--- src/rtl/core/rgi_pkg.sv ---
// shared types, constants and operand table for the rpc ground-to-image block
`default_nettype none
package rgi_pkg;

	// default word format
	localparam int WORD_BITS_DEF = 48;
	localparam int FRAC_BITS_DEF = 24;

	// store layout
	localparam int IDX_BITS   = 7;
	localparam int NUM_COEF   = 80;
	localparam int NUM_PARM   = 10;
	localparam int STORE_SIZE = NUM_COEF + NUM_PARM;
	localparam int NUM_TERMS  = 20;
	localparam int TERM_BITS  = 5;
	localparam int QDEPTH     = 2;

	// places of offsets and scales in the parameter bank
	localparam int PRM_LINE_OFF = 0;
	localparam int PRM_SAMP_OFF = 1;
	localparam int PRM_LAT_OFF  = 2;
	localparam int PRM_LON_OFF  = 3;
	localparam int PRM_HGT_OFF  = 4;
	localparam int PRM_LINE_SCL = 5;
	localparam int PRM_SAMP_SCL = 6;
	localparam int PRM_LAT_SCL  = 7;
	localparam int PRM_LON_SCL  = 8;
	localparam int PRM_HGT_SCL  = 9;

	// store slots of the constant denominator terms
	localparam logic [IDX_BITS-1:0] IDX_LDEN0 = IDX_BITS'(20);
	localparam logic [IDX_BITS-1:0] IDX_SDEN0 = IDX_BITS'(60);
	localparam logic [TERM_BITS-1:0] TERM_FIRST_PROD = TERM_BITS'(4);
	localparam logic [TERM_BITS-1:0] TERM_LAST = TERM_BITS'(NUM_TERMS - 1);

	typedef enum logic [1:0] {
		STAT_OK       = 2'd0,
		STAT_UNUSABLE = 2'd1,
		STAT_ZERO_DEN = 2'd2,
		STAT_SAT      = 2'd3
	} status_t;

	typedef enum logic [1:0] {
		CMD_EVAL       = 2'd0,
		CMD_LOAD_COEF  = 2'd1,
		CMD_LOAD_PARM  = 2'd2,
		CMD_LOAD_NONE  = 2'd3
	} cmd_kind_t;

	typedef struct packed {
		cmd_kind_t           kind;
		logic [IDX_BITS-1:0] idx;
	} cmd_t;

	typedef enum logic [3:0] {
		ST_IDLE,
		ST_PREP,
		ST_WRAP,
		ST_DIVX,
		ST_DIVY,
		ST_DIVZ,
		ST_TERM,
		ST_DOT,
		ST_CHKDEN,
		ST_MULL,
		ST_DIVL,
		ST_MULS,
		ST_DIVS,
		ST_EMIT
	} state_t;

	typedef enum logic [2:0] {
		OP_X,
		OP_Y,
		OP_Z,
		OP_XY,
		OP_X2,
		OP_Y2,
		OP_Z2
	} opnd_t;

	typedef struct packed {
		opnd_t a;
		opnd_t b;
	} term_ops_t;

	// operands of each cubic product term
	function automatic term_ops_t term_ops(input logic [TERM_BITS-1:0] k);
		term_ops_t r;
		case (k)
			5'd4:    r = '{OP_X,  OP_Y};
			5'd5:    r = '{OP_X,  OP_Z};
			5'd6:    r = '{OP_Y,  OP_Z};
			5'd7:    r = '{OP_X,  OP_X};
			5'd8:    r = '{OP_Y,  OP_Y};
			5'd9:    r = '{OP_Z,  OP_Z};
			5'd10:   r = '{OP_XY, OP_Z};
			5'd11:   r = '{OP_X2, OP_X};
			5'd12:   r = '{OP_X,  OP_Y2};
			5'd13:   r = '{OP_X,  OP_Z2};
			5'd14:   r = '{OP_X2, OP_Y};
			5'd15:   r = '{OP_Y2, OP_Y};
			5'd16:   r = '{OP_Y,  OP_Z2};
			5'd17:   r = '{OP_X2, OP_Z};
			5'd18:   r = '{OP_Y2, OP_Z};
			5'd19:   r = '{OP_Z2, OP_Z};
			default: r = '{OP_X,  OP_X};
		endcase
		return r;
	endfunction

endpackage
`default_nettype wire

--- src/rtl/core/rgi_front.sv ---
// input front end: classifies items and queues them for the back end
`default_nettype none
module rgi_front import rgi_pkg::*; #(
	parameter int WORD_BITS = WORD_BITS_DEF
) (
	input  logic                 clk,
	input  logic                 arst_n,
	input  logic                 in_valid,
	output logic                 in_ready,
	input  logic                 opcode,
	input  logic [IDX_BITS-1:0]  word_index,
	input  logic [WORD_BITS-1:0] word_value,
	input  logic [WORD_BITS-1:0] longitude_deg,
	input  logic [WORD_BITS-1:0] latitude_deg,
	input  logic [WORD_BITS-1:0] height_m,
	output logic                 q_valid,
	input  logic                 q_pop,
	output cmd_t                 q_cmd,
	output logic [WORD_BITS-1:0] q_w0,
	output logic [WORD_BITS-1:0] q_w1,
	output logic [WORD_BITS-1:0] q_w2
);
	localparam int PW = $clog2(QDEPTH);
	localparam int CW = $clog2(QDEPTH + 1);

	cmd_t                 cmd_mem [QDEPTH];
	logic [WORD_BITS-1:0] w0_mem [QDEPTH];
	logic [WORD_BITS-1:0] w1_mem [QDEPTH];
	logic [WORD_BITS-1:0] w2_mem [QDEPTH];
	logic [PW-1:0]        wr_ptr_q, rd_ptr_q;
	logic [CW-1:0]        count_q;
	logic                 push;
	cmd_t                 cls;

	// classify the incoming item
	always_comb begin
		cls.idx = word_index;
		if (!opcode)
			cls.kind = CMD_EVAL;
		else if (word_index < IDX_BITS'(NUM_COEF))
			cls.kind = CMD_LOAD_COEF;
		else if (word_index < IDX_BITS'(STORE_SIZE))
			cls.kind = CMD_LOAD_PARM;
		else
			cls.kind = CMD_LOAD_NONE;
	end

	assign in_ready = count_q < CW'(QDEPTH);
	assign push     = in_valid && in_ready;
	assign q_valid  = count_q != '0;

	// queue pointers and fill level
	always_ff @(posedge clk or negedge arst_n) begin
		if (!arst_n) begin
			wr_ptr_q <= '0;
			rd_ptr_q <= '0;
			count_q  <= '0;
		end else begin
			if (push)
				wr_ptr_q <= (wr_ptr_q == PW'(QDEPTH - 1)) ? '0 : wr_ptr_q + PW'(1);
			if (q_pop)
				rd_ptr_q <= (rd_ptr_q == PW'(QDEPTH - 1)) ? '0 : rd_ptr_q + PW'(1);
			count_q <= count_q + CW'(push) - CW'(q_pop);
		end
	end

	// queue storage, word 0 holds the load value or the longitude
	always_ff @(posedge clk) begin
		if (push) begin
			cmd_mem[wr_ptr_q] <= cls;
			w0_mem[wr_ptr_q]  <= opcode ? word_value : longitude_deg;
			w1_mem[wr_ptr_q]  <= latitude_deg;
			w2_mem[wr_ptr_q]  <= height_m;
		end
	end

	assign q_cmd = cmd_mem[rd_ptr_q];
	assign q_w0  = w0_mem[rd_ptr_q];
	assign q_w1  = w1_mem[rd_ptr_q];
	assign q_w2  = w2_mem[rd_ptr_q];
endmodule
`default_nettype wire

--- config.mk ---
export PLATFORM = sky130hd
export DESIGN_NAME = rgi_front
export DESIGN_NICKNAME = d
export VERILOG_FILES = /design/src/rtl/core/rgi_pkg.sv /design/src/rtl/core/rgi_front.sv
export SDC_FILE = /design/constraint.sdc
export NUM_CORES = 1
export LEC_CHECK = 0
export BUFFER_PORTS_ARGS = -buffer_cell sky130_fd_sc_hd__buf_4
export CORE_MARGIN = 3
export CORE_UTILIZATION = 30
export CTS_CLUSTER_SIZE = 8
export DETAILED_ROUTE_END_ITERATION = 8
export PLACE_DENSITY = 0.58
export SYNTH_ARGS = -nofsm -noshare
export SYNTH_HDL_FRONTEND = slang
export SYNTH_SLANG_ARGS = --single-unit
export TNS_END_PERCENT = 20
--- constraint.sdc ---
create_clock -name clk -period 17.5 [get_ports clk]
set_input_delay 3.5 -clock clk [delete_from_list [all_inputs] [get_ports clk]]
set_output_delay 3.5 -clock clk [all_outputs]
set_load 0.02 [all_outputs]
Word level (Yosys, flattened, before mapping)
Memories as Yosys holds them, arrays and structs flattened.
Cells that the tools add are included.

word-level totals
  memory bits (writable) = 306
  output and inout port bits = 155
  memories kept = 4
  logic and storage cells = 24
  bits in registers = 4

cells by class
  add/subtract/negate cells = 4
  muxes and demuxes = 8
  reduce and logical (&&, ||, !) cells = 2
  magnitude comparators = 3

memory list
  name     depth  width  rd ports  clocked after Yosys merged registers in  write ports  line             RTL
  w0_mem   2      48     1         0                                        1            rgi_front.sv:27  logic [WORD_BITS-1:0] w0_mem [QDEPTH];
  w1_mem   2      48     1         0                                        1            rgi_front.sv:28  logic [WORD_BITS-1:0] w1_mem [QDEPTH];
  w2_mem   2      48     1         0                                        1            rgi_front.sv:29  logic [WORD_BITS-1:0] w2_mem [QDEPTH];
  cmd_mem  2      9      1         0                                        1            rgi_front.sv:26  cmd_t cmd_mem [QDEPTH];

operators by type and width
  kind                                               number
  2-to-1 mux 48 bit                                  1
  less-than comparator 7 bit, second input constant  2
  2-to-1 mux 1 bit                                   5
  2-to-1 mux 2 bit                                   2
  adder 1 bit, second input constant                 2
  adder 2 x 1 -> 2 bit                               1
  less-than comparator 2 bit, second input constant  1
  nonzero test 2 bit                                 1
  subtractor 2 x 1 -> 2 bit                          1
  logical AND 1 bit                                  1

Longest topological paths before layout
  depth after elaboration = 4
  depth in mapped cells = 6
  gate-level depth less buffers = 6

Worst setup path before layout
Ideal clock, no wire load.

  kind = input to register
  start point = in in_valid
  end point = mem cmd_mem[0][0] in the netlist's numbering, enable pin
  data arrival time = 9.955 ns
  setup slack = 6.877 ns
  stages = 2
  cell sequence = nand2b_1 -> nor2_1

between the ends
  word-level cells in the longest chain between the ends = 3

RTL lines
  what                                    line             RTL
  from (decl)                             rgi_front.sv:8   input logic in_valid,
  logical AND 1 bit                       rgi_front.sv:49  assign push = in_valid && in_ready;
  2-to-1 mux 1 bit                        rgi_front.sv:69  if (push) begin
  2-to-1 mux 1 bit (implied by the code)  rgi_front.sv:70  cmd_mem[wr_ptr_q] <= cls;
  to (decl)                               rgi_front.sv:26

Every way passes these cells.

Worst setup path in the final report
  start point = reg rd_ptr_q
  end point = out q_w0[38]

between the ends
  word-level cells in the longest chain between the ends = 1

RTL lines
  what                    line             RTL
  from (decl)             rgi_front.sv:30  logic [PW-1:0] wr_ptr_q, rd_ptr_q;
  from (signal assigned)  rgi_front.sv:62  rd_ptr_q <= (rd_ptr_q == PW'(QDEPTH - 1)) ? '0 : rd_ptr_q + PW'(1);
  memory (2 x 48 bit)     -
  to (decl)               rgi_front.sv:19  output logic [WORD_BITS-1:0] q_w0,

Every way passes these cells.

==> metrics.cfg <==
[status]
status = completed

[worst_setup_path]
cp_data_arrival_time_ps = 2980
max_stage_delay_ps = 880
crit_path_top_delay_cell = buf_4
crit_path_max_fanout = 69
timing.critical_path.max_delay_family = buffers and inverters
worst-r2r-setup-slack_ps = 14950
cp-end-kind = output port
path_cells = buf_4 -> mux2_2 -> buf_4
crit_path_frequent_cell = buf_4
crit_required_ps = 14000
crit_type = reg2out
startpoint_type = register
cp_num_buf_inv = 2

[sta]
tns_ps = 0
clock-skew-final_ps = 15.3
rsz0062_at_grt = false
setup_ws_ps = 11020
slew-limit-headroom = 0.307
timing.final.crit_period_ps = 6480
setup_viol = 0
slew_viol_final = 0
fmax_mhz = 154
hold_viol = 0
tightest_slew_ps = 1040
fin_crit_sh = 0.370

[power]
internal_power_w = 0.00187
p_sw_w = 0.000804
pwr-share-comb = 0.333
p_per_area_mw_per_mm2 = 162
switching_share = 0.301
clkPwrFrac = 0.280
p_seq_frac = 0.386
peakVddDrop_uv = 79.0
leakage_nw = 6.30

[synthesis]
synth_nets = 756
synthSimpleGateAreaFrac = 0.00218
yosys_most_used_dff = edfxtp_1
async_flop_share = 0.0129
synth.yosys.warnings = 0
synthTopCellsByArea = edfxtp_1 (76%), mux2_2 (13%), mux2_4 (7.5%)
synthMuxAreaShare = 0.206
synth_area_mm2 = 0.0121
avgSynthCellArea_um2 = 21.9
ys_types = 19
syn_inst = 550
synth-adder-area-share = 0.00207
synth-edff-count = 306
synth-xor-area-share = 0.00290
synth_seq_area_share = 0.770
synth_largest_area_cell = edfxtp_1
yosysMostFrequentCell = edfxtp_1
yosysTopAreaCellShare = 0.762
ys_ff_latch = 310
synth-compound-area-share = 0.00218
synth_top_family_by_area = multiplexers
yosys-top-cells-count = edfxtp_1 (306), mux2_2 (141), mux2_4 (60), buf_2 (14), buf_6 (8)

[finish]
syn_to_final_growth_pct = 36.8
fillers = 3571
num_antenna_cells = 0
drive_above_1_share = 0.649
nets = 1143

[floorplanning]
num_rows = 72
io_pins = 359
core_mm2 = 0.0392
die-area_mm2 = 0.0426
die_y_um = 207
fp.dieW_um = 207
start_util = 0.308

[global_routing]
overflow = 0
gr-usage-all-layers = 0.118
grt_pass1_vias = 6786
grt_first_pass_wirelength_mm = 38.1
grt_max_degree = 71
antenna_found_initial = 0

[route]
routedWlPerCell_um = 18.0
first_iter_violations = 219
post-route-drc-count = 0
drt_pass1_iterations = 4
wirelength_mm = 26.4
via_count = 6363
viasPerCell = 4.34
ant_nets = 0

[clock_tree]
clock-sinks = 310
cts_htree_levels = 2
cts.repair.resized = 0
hold_buffers = 0
clk_path_buf_depth = 3
cts_tree = done
numCtsBuffers = 44
path_clk_slew_ps = 50
postCtsSetupBuffers = 0
worstSkewPairLatency_ps = 540
clock-root-buffer = clkbuf_16

[placed_design]
placement.io_buffers = 358
place_congestion = 0.739
dp_slack_ps = 11540
hpwl_mm = 17.7

[min_path]
min_path_type = reg2reg

[flow_run]
cap_violations = 0

==> layer usage <==
| metal | part of all wire | GRT usage | vias up |
|---|---|---|---|
| met3 | 0.097 | 0.0515 | 48 |
| met5 | 0 | 0 | - |
| met4 | 0.023 | 0.0395 | 0 |
| met1 | 0.38 | 0.134 | 3106 |
| met2 | 0.50 | 0.200 | 263 |
| li1 | - | - | 2946 |
==> flip-flops by register name, summed over array words and instances, names as in the netlist <==
register  cells
w0_mem       96
count_q       2
cmd_mem      18
wr_ptr_q      1
rd_ptr_q      1
w2_mem       96
w1_mem       96
==> logic make-up (layout without fill, tap and decap cells) <==
kind of cell / Yosys count / after routing
compound gates: 3 / 3
xor+xnor: 4 / 4
simple gates: 5 / 5
fa+ha+maj: 2 / 2
flops: 310 / 310
buf+inv: 25 / 424
mux: 201 / 201
==> layout by cell type (no fill, tap or decap), drive strengths merged <==
cell type	n
o31a	1
ha	2
buf	364
clkbuf	57
o211a	1
or2	1
clkinv	1
dfrtp	4
xnor2	3
nor2	1
nand2	1
xor2	1
edfxtp	306
o21a	1
nand2b	1
mux2	201
inv	2
and3	1
==> power by group through the flow <==
stage / Sequential, W / Clock, W / Combinational [W]
4_1_cts: 0.00103 / 0.000779 / 0.000913
2_1_floorplan: 0.00104 / 0 / 0.000587
5_1_grt: 0.00104 / 0.000809 / 0.000951
6_report: 0.00103 / 0.000749 / 0.000891
3_3_place_gp: 0.00104 / 0 / 0.000910
3_5_place_dp: 0.00105 / 0 / 0.000910
==> path summary, 6_finish.rpt <==
| check | from | end | cells after the start |
|---|---|---|---|
| max | rd_ptr_q | q_w0[38] | 3 |
| min reg2reg | count_q[0] | count_q[0] | 1 |
| min | count_q[0] | count_q[0] | 1 |
| min in group asynchronous | arst_n | wr_ptr_q | 1 |
| max in group asynchronous | arst_n | rd_ptr_q | 1 |
| max reg2reg | count_q[1] | w0_mem[0][46] | 3 |
==> final cells by class <==
type	instances	area (um^2)	share of cell area
clock inverters	1	16.3	0.000986
multi-input cells	215	2610	0.158
flip-flops and latches	310	9290	0.563
inverters	2	7.51	0.000455
repair buffers	364	2730	0.166
clock buffers	57	1190	0.0723
well taps	518	648	0.0393
==> stage by stage <==
stage	power [W]	hold slack [ps]	instances	instance area (um^2)	util
CTS	0.00273	510	1467	16500	0.421
global route	0.00280	529	1467	16500	0.421
floorplan	0.00163	461	550	12100	-
global placement	0.00195	481	1409	15300	0.390
detailed placement	0.00196	499	1409	15300	0.390
finish	0.00267	501	1467	16500	0.421
No activity file was read; power rests on OpenSTA's default activity.
